===== config.mk =====
export PLATFORM = sky130hd
export DESIGN_NAME = nucleotide_2bit_chunk_packer_flat
export DESIGN_NICKNAME = d
export VERILOG_FILES = /design/src/sv/ncp_pkg.sv /design/src/sv/ncp_if.sv /design/src/sv/nucleotide_2bit_chunk_packer.sv /design/src/sv/ncp_front.sv /design/src/sv/ncp_queue.sv /design/src/sv/ncp_back.sv /design/src/flat_wrapper.sv
export SDC_FILE = /design/constraint.sdc
export NUM_CORES = 1
export LEC_CHECK = 0
export BUFFER_PORTS_ARGS = -buffer_cell sky130_fd_sc_hd__buf_2
export CAP_MARGIN = 20
export CORE_MARGIN = 3
export CORE_UTILIZATION = 62
export DETAILED_ROUTE_END_ITERATION = 6
export PLACE_DENSITY = 0.78
export SLEW_MARGIN = 5
export SYNTH_ARGS = -nofsm -noshare
export SYNTH_HDL_FRONTEND = slang
export SYNTH_SLANG_ARGS = --single-unit

===== constraint.sdc =====
create_clock -name clk -period 11.7 [get_ports clk]
set_input_delay 2.34 -clock clk [delete_from_list [all_inputs] [get_ports clk]]
set_output_delay 2.34 -clock clk [all_outputs]
set_load 0.01 [all_outputs]

===== src/sv/ncp_pkg.sv =====
// Package for the nucleotide 2-bit chunk packer: widths, result kinds and the
// bundle type that travels from the front end to the back end.
// No dependencies.
`timescale 1ns / 1ps
`default_nettype none

package ncp_pkg;

    localparam int MaxChunk = 65536;
    localparam int PosW     = $clog2(MaxChunk + 1);
    localparam int CodeW    = 8;
    localparam int WordW    = 32;
    localparam int OffW     = 48;
    localparam int LenW     = 17;
    localparam int KindW    = 2;

    localparam int QDepth   = 4;
    localparam int QPtrW    = $clog2(QDepth);
    localparam int QCntW    = $clog2(QDepth + 1);

    localparam logic [KindW-1:0] KIND_PACKED = 2'd0;
    localparam logic [KindW-1:0] KIND_MASK   = 2'd1;
    localparam logic [KindW-1:0] KIND_RECORD = 2'd2;

    // All results caused by one residue
    typedef struct packed {
        logic             pk_v;
        logic [WordW-1:0] pk_word;
        logic [OffW-1:0]  pk_off;
        logic             mk_v;
        logic [WordW-1:0] mk_word;
        logic [OffW-1:0]  mk_off;
        logic             rec_v;
        logic [OffW-1:0]  rec_pstart;
        logic [OffW-1:0]  rec_mstart;
        logic [LenW-1:0]  rec_len;
    } bundle_t;

    typedef struct packed {
        logic    valid;
        bundle_t data;
    } q_push_t;

    typedef struct packed {
        logic full;
        logic empty;
    } q_status_t;

endpackage

`default_nettype wire


===== src/sv/ncp_if.sv =====
// Channel interfaces of the packer: residue input and result output.
// Depends on ncp_pkg.
`timescale 1ns / 1ps
`default_nettype none

interface ncp_in_if
    import ncp_pkg::*;
();
    logic             valid;
    logic             ready;
    logic [CodeW-1:0] residue_code;
    logic             last_in_chunk;

    modport source (output valid, output residue_code, output last_in_chunk, input ready);
    modport sink   (input valid, input residue_code, input last_in_chunk, output ready);
endinterface

interface ncp_out_if
    import ncp_pkg::*;
();
    logic             valid;
    logic             ready;
    logic [KindW-1:0] kind;
    logic [WordW-1:0] word;
    logic [OffW-1:0]  byte_offset;
    logic [OffW-1:0]  mask_start;
    logic [LenW-1:0]  chunk_length;
    logic             last_of_item;

    modport source (output valid, output kind, output word, output byte_offset,
                    output mask_start, output chunk_length, output last_of_item,
                    input ready);
    modport sink   (input valid, input kind, input word, input byte_offset,
                    input mask_start, input chunk_length, input last_of_item,
                    output ready);
endinterface

`default_nettype wire


===== src/sv/nucleotide_2bit_chunk_packer.sv =====
// Top level of the nucleotide 2-bit chunk packer.
// Depends on ncp_pkg, ncp_if, ncp_front, ncp_queue, ncp_back.
`timescale 1ns / 1ps
`default_nettype none

// One residue is accepted per cycle while the queue is not full. Each residue
// packs into a 32-bit packed word (16 residues) and a 32-bit mask word (32
// residues, set for non-ACGT codes); full words, and at a chunk's end the padded
// words plus a chunk record, are queued as one bundle in a 4-entry queue and
// sent out one result per cycle while the output is ready. Results of an
// accepted residue are registered in the queue before they reach the output.
// Throughput is bounded by the single output port: long chunks run at one
// residue per cycle when the output does not stall, and one-residue chunks emit
// three results each; the input stalls only while the queue holds four pending
// bundles.
// Chunks longer than 65536 residues are closed at 65536.
module nucleotide_2bit_chunk_packer
    import ncp_pkg::*;
(
    input  wire logic clk,
    input  wire logic rst_n,
    ncp_in_if.sink    residue,
    ncp_out_if.source result
);

    q_push_t   push;
    q_status_t qstat;
    bundle_t   head;
    logic      pop;

    ncp_front u_front (
        .clk     (clk),
        .rst_n   (rst_n),
        .residue (residue),
        .qstat   (qstat),
        .push    (push)
    );

    ncp_queue u_queue (
        .clk   (clk),
        .rst_n (rst_n),
        .push  (push),
        .pop   (pop),
        .head  (head),
        .qstat (qstat)
    );

    ncp_back u_back (
        .clk    (clk),
        .rst_n  (rst_n),
        .head   (head),
        .qstat  (qstat),
        .pop    (pop),
        .result (result)
    );

    a_last_pushes: assert property (@(posedge clk) disable iff (!rst_n)
        residue.valid && residue.ready && residue.last_in_chunk |-> push.valid)
        else $error("chunk end accepted without a queued bundle");

    a_record_final: assert property (@(posedge clk) disable iff (!rst_n)
        result.valid && (result.kind == KIND_RECORD) |-> result.last_of_item)
        else $error("chunk record not marked as final result");

    a_no_pop_empty: assert property (@(posedge clk) disable iff (!rst_n)
        pop |-> !qstat.empty)
        else $error("bundle queue popped while empty");

    a_push_room: assert property (@(posedge clk) disable iff (!rst_n)
        push.valid |-> !qstat.full)
        else $error("bundle pushed into full queue");

endmodule

`default_nettype wire


===== src/sv/ncp_front.sv =====
// Front end: accepts residues, packs them into the accumulators, keeps the
// region offsets and pushes a bundle of due results. Depends on ncp_pkg, ncp_if.
`timescale 1ns / 1ps
`default_nettype none

module ncp_front
    import ncp_pkg::*;
(
    input  wire logic  clk,
    input  wire logic  rst_n,
    ncp_in_if.sink     residue,
    input  q_status_t  qstat,
    output q_push_t    push
);

    logic [WordW-1:0] pacc_reg, pacc_next;
    logic [WordW-1:0] macc_reg, macc_next;
    logic [PosW-1:0]  pos_reg, pos_next;
    logic [OffW-1:0]  poff_reg, poff_next;
    logic [OffW-1:0]  moff_reg, moff_next;
    logic [OffW-1:0]  pstart_reg, pstart_next;
    logic [OffW-1:0]  mstart_reg, mstart_next;

    logic             accept;
    logic             is_base;
    logic [PosW-1:0]  count;
    logic             last;
    logic             pk_emit;
    logic             mk_emit;
    logic [WordW-1:0] pk_word;
    logic [WordW-1:0] mk_word;

    assign residue.ready = !qstat.full;
    assign accept        = residue.valid && residue.ready;
    assign is_base       = (residue.residue_code[CodeW-1:2] == '0);
    assign count         = pos_reg + 1'b1;
    assign last          = residue.last_in_chunk || (count >= PosW'(MaxChunk));
    assign pk_emit       = (count[3:0] == 4'd0) || last;
    assign mk_emit       = (count[4:0] == 5'd0) || last;

    always_comb
    begin
        pk_word = pacc_reg;
        mk_word = macc_reg;
        if (is_base)
        begin
            pk_word = pacc_reg | (WordW'(residue.residue_code[1:0]) << {pos_reg[3:0], 1'b0});
        end
        else
        begin
            mk_word = macc_reg | (WordW'(1) << pos_reg[4:0]);
        end
    end

    always_comb
    begin
        pacc_next   = pacc_reg;
        macc_next   = macc_reg;
        pos_next    = pos_reg;
        poff_next   = poff_reg;
        moff_next   = moff_reg;
        pstart_next = pstart_reg;
        mstart_next = mstart_reg;

        push.valid           = accept && (pk_emit || mk_emit);
        push.data.pk_v       = pk_emit;
        push.data.pk_word    = pk_word;
        push.data.pk_off     = poff_reg;
        push.data.mk_v       = mk_emit;
        push.data.mk_word    = mk_word;
        push.data.mk_off     = moff_reg;
        push.data.rec_v      = last;
        push.data.rec_pstart = pstart_reg;
        push.data.rec_mstart = mstart_reg;
        push.data.rec_len    = LenW'(count);

        if (accept)
        begin
            pacc_next = pk_emit ? '0 : pk_word;
            macc_next = mk_emit ? '0 : mk_word;
            if (pk_emit)
            begin
                poff_next = poff_reg + OffW'(4);
            end
            if (mk_emit)
            begin
                moff_next = moff_reg + OffW'(4);
            end
            if (last)
            begin
                // next chunk opens where this one's padded words end
                pstart_next = poff_next;
                mstart_next = moff_next;
                pos_next    = '0;
            end
            else
            begin
                pos_next = count;
            end
        end
    end

    always_ff @(posedge clk or negedge rst_n)
    begin
        if (!rst_n)
        begin
            pacc_reg   <= '0;
            macc_reg   <= '0;
            pos_reg    <= '0;
            poff_reg   <= '0;
            moff_reg   <= '0;
            pstart_reg <= '0;
            mstart_reg <= '0;
        end
        else
        begin
            pacc_reg   <= pacc_next;
            macc_reg   <= macc_next;
            pos_reg    <= pos_next;
            poff_reg   <= poff_next;
            moff_reg   <= moff_next;
            pstart_reg <= pstart_next;
            mstart_reg <= mstart_next;
        end
    end

endmodule

`default_nettype wire


===== src/sv/ncp_queue.sv =====
// Short bundle queue between front end and back end.
// Depends on ncp_pkg.
`timescale 1ns / 1ps
`default_nettype none

module ncp_queue
    import ncp_pkg::*;
(
    input  wire logic  clk,
    input  wire logic  rst_n,
    input  q_push_t    push,
    input  wire logic  pop,
    output bundle_t    head,
    output q_status_t  qstat
);

    bundle_t          mem [QDepth];
    logic [QPtrW-1:0] wr_ptr_reg, wr_ptr_next;
    logic [QPtrW-1:0] rd_ptr_reg, rd_ptr_next;
    logic [QCntW-1:0] cnt_reg, cnt_next;
    logic             do_push;
    logic             do_pop;

    assign qstat.full  = (cnt_reg == QCntW'(QDepth));
    assign qstat.empty = (cnt_reg == '0);
    assign do_push     = push.valid && !qstat.full;
    assign do_pop      = pop && !qstat.empty;
    assign head        = mem[rd_ptr_reg];

    always_comb
    begin
        wr_ptr_next = do_push ? wr_ptr_reg + 1'b1 : wr_ptr_reg;
        rd_ptr_next = do_pop ? rd_ptr_reg + 1'b1 : rd_ptr_reg;
        cnt_next    = cnt_reg;
        if (do_push && !do_pop)
        begin
            cnt_next = cnt_reg + 1'b1;
        end
        else if (do_pop && !do_push)
        begin
            cnt_next = cnt_reg - 1'b1;
        end
    end

    always_ff @(posedge clk)
    begin
        if (do_push)
        begin
            mem[wr_ptr_reg] <= push.data;
        end
    end

    always_ff @(posedge clk or negedge rst_n)
    begin
        if (!rst_n)
        begin
            wr_ptr_reg <= '0;
            rd_ptr_reg <= '0;
            cnt_reg    <= '0;
        end
        else
        begin
            wr_ptr_reg <= wr_ptr_next;
            rd_ptr_reg <= rd_ptr_next;
            cnt_reg    <= cnt_next;
        end
    end

endmodule

`default_nettype wire


===== src/sv/ncp_back.sv =====
// Back end: walks the head bundle and presents its packed word, mask word and
// chunk record, those set, one word per cycle when ready. Depends on ncp_pkg, ncp_if.
`timescale 1ns / 1ps
`default_nettype none

module ncp_back
    import ncp_pkg::*;
(
    input  wire logic  clk,
    input  wire logic  rst_n,
    input  bundle_t    head,
    input  q_status_t  qstat,
    output logic       pop,
    ncp_out_if.source  result
);

    logic pk_done_reg, pk_done_next;
    logic mk_done_reg, mk_done_next;
    logic sel_pk;
    logic sel_mk;
    logic final_word;
    logic taken;

    assign sel_pk = head.pk_v && !pk_done_reg;
    assign sel_mk = !sel_pk && head.mk_v && !mk_done_reg;
    assign taken  = result.valid && result.ready;

    always_comb
    begin
        if (sel_pk)
        begin
            final_word = !(head.mk_v || head.rec_v);
        end
        else if (sel_mk)
        begin
            final_word = !head.rec_v;
        end
        else
        begin
            final_word = 1'b1;
        end
    end

    always_comb
    begin
        result.valid        = !qstat.empty;
        result.last_of_item = final_word;
        result.kind         = KIND_RECORD;
        result.word         = '0;
        result.byte_offset  = head.rec_pstart;
        result.mask_start   = head.rec_mstart;
        result.chunk_length = head.rec_len;
        if (sel_pk)
        begin
            result.kind         = KIND_PACKED;
            result.word         = head.pk_word;
            result.byte_offset  = head.pk_off;
            result.mask_start   = '0;
            result.chunk_length = '0;
        end
        else if (sel_mk)
        begin
            result.kind         = KIND_MASK;
            result.word         = head.mk_word;
            result.byte_offset  = head.mk_off;
            result.mask_start   = '0;
            result.chunk_length = '0;
        end
    end

    always_comb
    begin
        pop          = taken && final_word;
        pk_done_next = pk_done_reg;
        mk_done_next = mk_done_reg;
        if (taken)
        begin
            if (final_word)
            begin
                pk_done_next = 1'b0;
                mk_done_next = 1'b0;
            end
            else if (sel_pk)
            begin
                pk_done_next = 1'b1;
            end
            else
            begin
                mk_done_next = 1'b1;
            end
        end
    end

    always_ff @(posedge clk or negedge rst_n)
    begin
        if (!rst_n)
        begin
            pk_done_reg <= 1'b0;
            mk_done_reg <= 1'b0;
        end
        else
        begin
            pk_done_reg <= pk_done_next;
            mk_done_reg <= mk_done_next;
        end
    end

endmodule

`default_nettype wire


===== src/flat_wrapper.sv =====
// flat-port wrapper written by rule: the top's interface ports become plain ports
module nucleotide_2bit_chunk_packer_flat import ncp_pkg::*;
  (clk, rst_n, residue_valid, residue_residue_code, residue_last_in_chunk, residue_ready, result_valid, result_kind, result_word, result_byte_offset, result_mask_start, result_chunk_length, result_last_of_item, result_ready);
  ncp_in_if residue_i ();
  ncp_out_if result_i ();
  input  wire logic clk;
  input  wire logic rst_n;
  input wire logic [$bits(residue_i.valid)-1:0] residue_valid;
  input wire logic [$bits(residue_i.residue_code)-1:0] residue_residue_code;
  input wire logic [$bits(residue_i.last_in_chunk)-1:0] residue_last_in_chunk;
  output wire logic [$bits(residue_i.ready)-1:0] residue_ready;
  output wire logic [$bits(result_i.valid)-1:0] result_valid;
  output wire logic [$bits(result_i.kind)-1:0] result_kind;
  output wire logic [$bits(result_i.word)-1:0] result_word;
  output wire logic [$bits(result_i.byte_offset)-1:0] result_byte_offset;
  output wire logic [$bits(result_i.mask_start)-1:0] result_mask_start;
  output wire logic [$bits(result_i.chunk_length)-1:0] result_chunk_length;
  output wire logic [$bits(result_i.last_of_item)-1:0] result_last_of_item;
  input wire logic [$bits(result_i.ready)-1:0] result_ready;
  assign residue_i.valid = residue_valid;
  assign residue_i.residue_code = residue_residue_code;
  assign residue_i.last_in_chunk = residue_last_in_chunk;
  assign residue_ready = residue_i.ready;
  assign result_valid = result_i.valid;
  assign result_kind = result_i.kind;
  assign result_word = result_i.word;
  assign result_byte_offset = result_i.byte_offset;
  assign result_mask_start = result_i.mask_start;
  assign result_chunk_length = result_i.chunk_length;
  assign result_last_of_item = result_i.last_of_item;
  assign result_i.ready = result_ready;
  nucleotide_2bit_chunk_packer u_core (.clk(clk), .rst_n(rst_n), .residue(residue_i), .result(result_i));
endmodule

After elaboration in Yosys (flattened, before gate mapping)

Memories as Yosys holds them, arrays and structs flattened.
Cells that the tools add are included.

$add $sub $neg: 7
$mul: 0
Div/mod/pow operators: 0
Magnitude comparators: 1
Equal/unequal tests: 2
Shift operators: 2
Mux-type cells: 27
Bitwise logic cells: 2
Reduce and logical (&&, ||, !) cells: 34

Operators by type and width:

| kind                  | number |
|---|---|
| $mux 48               | 6 |
| $mux 32               | 6 |
| $add 48x3->48 const B | 2 |
| $or 32x32->32         | 2 |
| $mux 17               | 3 |
| $shl 1x5->32 const A  | 1 |
| $shl 2x5->32          | 1 |
| $add 17x1->17 const B | 1 |
| $ge 17x17->1 const B  | 1 |
| $logic_and 1x1->1     | 11 |
| $logic_not 1->1       | 9 |
| $mux 1                | 8 |
| $logic_not 6->1       | 1 |
| $mux 3                | 2 |
| $reduce_and 2->1      | 3 |
| $logic_not 5->1       | 1 |
| $logic_or 1x1->1      | 5 |
| $add 2x1->2 const B   | 2 |
| $logic_not 4->1       | 1 |
| $mux 2                | 2 |
| $reduce_bool 2->1     | 2 |
| $add 3x1->3 const B   | 1 |
| $eq 3x3->1 const B    | 1 |
| $logic_not 3->1       | 1 |
| 2 further kinds       | 2 |

Bits in registers: 282
Latch bits: 0
Memory bits (writable): 1104
ROM bits: 0
Bits of input ports: 13
Logic and storage cells: 88
Memories kept: 1

Memory list:

| name               | words | bits a word | rd ports | clocked after memory_dff | write ports | line            | RTL |
|---|---|---|---|---|---|---|---|
| u_core.u_queue.mem | 4     | 276         | 1        | 0                        | 1           | ncp_queue.sv:17 | `bundle_t mem [QDepth];` |

Longest topological paths before layout

Depth after elaboration: 12
Depth in mapped cells: 15

Modules after synthesis

From an unflattened synthesis, not the netlist that was laid out.

Cells, all modules: 3195
Area, all modules: 55246.7 µm²

By module, submodules not included:

| module    | times used | cells an instance | area each (µm²) | sequential area each (µm²) |
|---|---|---|---|---|
| ncp_queue | 1          | 1478              | 40243.6         | 33327.0 |
| ncp_front | 1          | 1364              | 13003.7         | 6631.4 |
| ncp_back  | 1          | 353               | 1999.4          | 50.0 |

Worst setup path after synthesis

No wires, ideal clock.

Path kind: input-to-reg
From: input port residue_last_in_chunk
To: memory u_core.u_queue.mem[0][0] (netlist name), enable pin
Arrival: 9.249 ns
Data required time: 11.035 ns
Slack: 1.786 ns
Stages on the path: 7
Path buffers: 1
Cells stage by stage: nor2_1 -> mux2_4 -> inv_2 -> o21ai_2 -> inv_2 -> buf_2 -> and2_1

Cells in the longest elaborated chain, start to end: 7
Elaborated cells on any way between the ends: 8
Those cells by class: mux (2); reduce/logical (6)

RTL lines:

| what                                       | line                             | RTL |
|---|---|---|
| start: declaration                         | flat_wrapper.sv:10               | `input wire logic [$bits(residue_i.last_in_chunk)-1:0] residue_last_in_chunk;` |
| $logic_or 1x1->1 *                         | ncp_front.sv:37                  | `assign last = residue.last_in_chunk \|\| (count >= PosW'(MaxChunk));` |
| $logic_or 1x1->1, on equally long branches | ncp_front.sv:38, ncp_front.sv:39 |  |
| $logic_or 1x1->1 *                         | ncp_front.sv:65                  | `push.valid = accept && (pk_emit \|\| mk_emit);` |
| $logic_and 1x1->1 *                        | ncp_front.sv:65                  |  |
| $logic_and 1x1->1 *                        | ncp_queue.sv:26                  | `assign do_push = push.valid && !qstat.full;` |
| $mux 1 *                                   | ncp_queue.sv:47                  | `if (do_push)` |
| $mux 1 (not written as such) *             | ncp_queue.sv:49                  | `mem[wr_ptr_reg] <= push.data;` |
| end: declaration                           | ncp_queue.sv:17                  |  |

Every way passes the cells marked *; elsewhere a longest branch is shown, timed or not.

Worst setup path in the final report

From: register u_core.u_queue.rd_ptr_reg[0]
To: output port result_byte_offset[2]

Cells in the longest elaborated chain, start to end: 7

RTL lines:

| what                           | line               | RTL |
|---|---|---|
| start: declaration             | ncp_queue.sv:19    | `logic [QPtrW-1:0] rd_ptr_reg, rd_ptr_next;` |
| start signal: assignment       | ncp_queue.sv:64    | `rd_ptr_reg <= rd_ptr_next;` |
| $mem_v2 4x276 *                | --                 |  |
| $logic_and 1x1->1              | ncp_back.sv:24     | `assign sel_pk = head.pk_v && !pk_done_reg;` |
| $logic_not 1->1                | ncp_back.sv:25     | `assign sel_mk = !sel_pk && head.mk_v && !mk_done_reg;` |
| $logic_and 1x1->1 (2 in a row) | ncp_back.sv:25     |  |
| $mux 48                        | ncp_back.sv:61     | `else if (sel_mk)` |
| $mux 48 *                      | ncp_back.sv:53     | `if (sel_pk)` |
| end: declaration               | flat_wrapper.sv:15 | `output wire logic [$bits(result_i.byte_offset)-1:0] result_byte_offset;` |

Marks and branches as above.

==> summary.md <==
| Metric | Value |
|---|---|
| Run status | finished, final reports clean |
| LEAKAGE | approximately 0.022 µW |
| Largest net degree at the start of global routing | 147 |
| WS Path Type | reg2out |
| Share of flip-flops with an asynchronous set or reset | 20.4% |
| PortBufs | approximately 160 |
| IR drop worst, VDD | 0.222 mV |
| Final period utilization | roughly three fifths |
| Proportion of layout cells with a drive suffix above 1 | a little over a fifth |
| Top cell type's share of synthesized area | around 60% |
| GRT Overall Usage | 27.0% |
| Multi-input gate area | roughly 14000 µm² |
| Global-route wire length before repair | roughly 180 mm |
| CTS buffer count | ~130 |
| Later-pin clock latency in the skew report | between 0.7 and 0.8 ns |
| Register area | roughly 39000 µm² |
| Commonest register cell after synthesis | edfxtp_1 |
| Critical Path AT | 4.84 ns |
| Initial DRC Count | around 3200 |
| CP Max Fanout | 67 |
| Post-synth top cells | edfxtp_1, dfrtp_1, mux4_2, nand2_1, nor2_1 |
| Initial antenna violation count | 4 |
| Dpl hpwl | ~70 mm |
| CTS Buffer Depth | 3 |
| First drt pass iteration count | 6 |
| EDFF count, synth | roughly 1100 |
| CTS resizes | 0 |
| Die X | roughly 300 µm |
| Placed instance area | 55600 µm² |
| Filler Cells Inserted | 5110 |
| Setup crit start | u_core.u_queue.rd_ptr_reg[0]$_DFFE_PN0P_ |
| IO Pins | between 150 and 200 |
| Setup bufs post-CTS | 0 |
| Routed Antenna Nets | 0 |
| Crit. End Element | output pin |
| Worst Path Required | between 9 and 10 ns |
| Post-CTS Hold Buffers | 0 |
| Met2 wire length | between 60 and 70 mm |
| Launch point of the worst hold path | u_core.u_front.pacc_reg[8]$_DFFE_PN0P_ |
| Nature of the critical path startpoint | register |
| Initial Util | a little over three fifths |
| Synth Area in Compound Gates | under 10% |
| PD cells | between 200 and 250 nW/µm² |
| Simple-Gate Fraction of Synth Area | 6.04% |
| Top-count cell post-synth | edfxtp_1 |
| Top cells by area, synth | edfxtp_1, dfrtp_1, mux4_2 |
| Via density | approximately 6.4 |
| Mean Syn Cell Area | between 15 and 20 µm² |
| Rel. slew slack | approximately 25% |
| FF-to-FF path depth | 10 |
| Post-synthesis cell type count | 64 |
| WL met3 | about 8.3 mm |
| Total core area | ~86000 µm² |
| Routed vias | between 20000 and 30000 |
| CTS clk-pin slew, worst paths | 0.06 ns |
| M1 wire length | between 40 and 50 mm |
| Synth Area in XOR/XNOR | under 10% |
| CTS tree | built |
| CTS Sinks | approximately 1300 |
| GP Congestion | ~0.85 |
| FP Rows | approximately 110 |
| Worst-margin pin slew | around 1.1 ns |
| Fmax | between 100 and 150 MHz |
| YS warnings | 0 |
| GRT overflow | 0 |
| Post-route setup TNS | 0 ns |
| Post-Synth Adder-Cell Area | less than 1% |
| Minimum clock period | slightly above 7 ns |
| Design Area, Final | approximately 60000 µm² |
| Hold Crit Depth | 2 |
| Synth-to-Final Area Change | 11.6% |
| WP buf/inv | 2 |
| Final setup fails | 0 |
| Reg-to-reg endpoint | u_core.u_queue.mem[0][183]$_DFFE_PP_ |
| Fin nets | approximately 3300 |
| H-tree Lvls | 4 |
| Max stage delay on crit path | approximately 1.1 ns |
| Mapped Cells | between 3000 and 4000 |
| Post-synth top area cell | edfxtp_1 |
| Crit-path cells | mux4_2, nand2b_4, buf_4, mux2i_1, o21ai_0, buf_2 |
| CP max-delay cell | dfrtp_4 |
| Seq/Total Area, Yosys | between 70 and 80% |
| Max layer used | met5 |
| DRC | 0 |
| Die height | ~300 µm |
| # Max-Cap Violations | 0 |
| Synth Cell Area | 53800 µm² |
| Hold Path End | u_core.u_front.pacc_reg[8]$_DFFE_PN0P_ |
| Drt total wl | approximately 120 mm |
| Worst Skew | ~0.026 ns |
| Root buf cell | clkbuf_16 |
| Reg-to-Reg Start | u_core.u_front.pos_reg[0]$_DFFE_PN0P_ |
| Max reg flops | between 1000 and 1500 |
| Vias in the first global route | between 20000 and 30000 |
| Die area | between 90000 and 100000 µm² |
| Top delay family on crit path | buffers and inverters |
| Setup slack, reg-to-reg | about 5 ns |
| Hold crit path type | reg2reg |
| RSZ-0062 raised after global routing | false |
| FF+latch count, synth | roughly 1300 |
| WL/cell | roughly 26 µm |
| Post-synthesis mux area share | between 10 and 15% |
| Largest register by flop count | u_core.u_queue.mem |
| Slew Limit Fails | 0 |
| Final hold vios | 0 |
| Largest family of logic cells by synthesized area | multiplexers |
[tightest hold or removal path: stages (launching register included)]
cell	delay, ns
dfrtp_1	0.34
a21oi_1	0.05
nor2_1	0.07
[how the worst max path moves through the flow]
stage                                      endpoint  slack, ns  cells past startpoint
5_1_grt                       result_byte_offset[8]       4.11                      6
3_5_place_dp   u_core.u_queue.mem[0][248]$_DFFE_PP_       4.47                      9
6_report                      result_byte_offset[2]       4.52                      6
3_3_place_gp   u_core.u_queue.mem[0][247]$_DFFE_PP_       4.58                      9
2_1_floorplan    u_core.u_queue.mem[0][0]$_DFFE_PP_       1.79                      7
4_1_cts                      result_byte_offset[16]       4.35                      6
[per-stage QoR]
stage                     instances  hold slack (ns)  power [µW]  worst slack [ns]  utilization (%)
after detailed placement       4257            0.486        9890              4.47             65.0
after CTS                      4503            0.500       14000              4.35             70.0
after global placement         4257            0.471        9800              4.58             65.0
final                          4512            0.499       13900              4.52             70.2
after floorplan                3102            0.455        8600              1.79                -
after global routing           4512            0.518       14500              4.11             70.2
[power breakdown]
group / leakage [µW] / total [µW] / internal (µW) / switching (µW)
combinational: 0.00626 / 3780 / 1600 / 2180
clock: 0.00210 / 4160 / 2390 / 1770
sequential: 0.0135 / 6000 / 5720 / 280
total: 0.0219 / 13900 / 9710 / 4240
[placed cells by master, fill, tap and decap left out, types with 86 or more instances in the layout]
cell	Yosys	layout
buf_2	43	158
o21ai_0	137	137
clkbuf_16	0	134
dfrtp_1	274	272
nor2_1	139	138
mux4_2	268	268
and3_1	86	86
edfxtp_1	1072	1072
nand2_1	257	256
xnor2_1	130	130
[layout make-up]
cell class                 instances  share of cell area [%]
sequential                      1346                    65.0
multi-input combinational       1550                    23.1
clock buffer                     183                    6.07
tap                             1144                    2.38
timing repair buffer             201                    2.12
clock inverter                    63                    1.09
inverter                          24                   0.150
antenna                            1                 0.00417
[cells by family after synthesis]
family	count (synthesis)
buf+inv	206
compound gates	350
simple gates	669
other cells	1
flops	1346
mux	318
xor+xnor	196
fa+ha+maj	13
[routing by layer]
| metal | vias up | GRT usage [%] |
|---|---|---|
| met5 | - | 0 |
| met4 | 2 | 9.81 |
| met3 | 227 | 4.62 |
| met2 | 1305 | 45.1 |
| met1 | 15200 | 36.4 |
| li1 | 12300 | - |
Note: power is estimated with default switching activity, not from simulation.
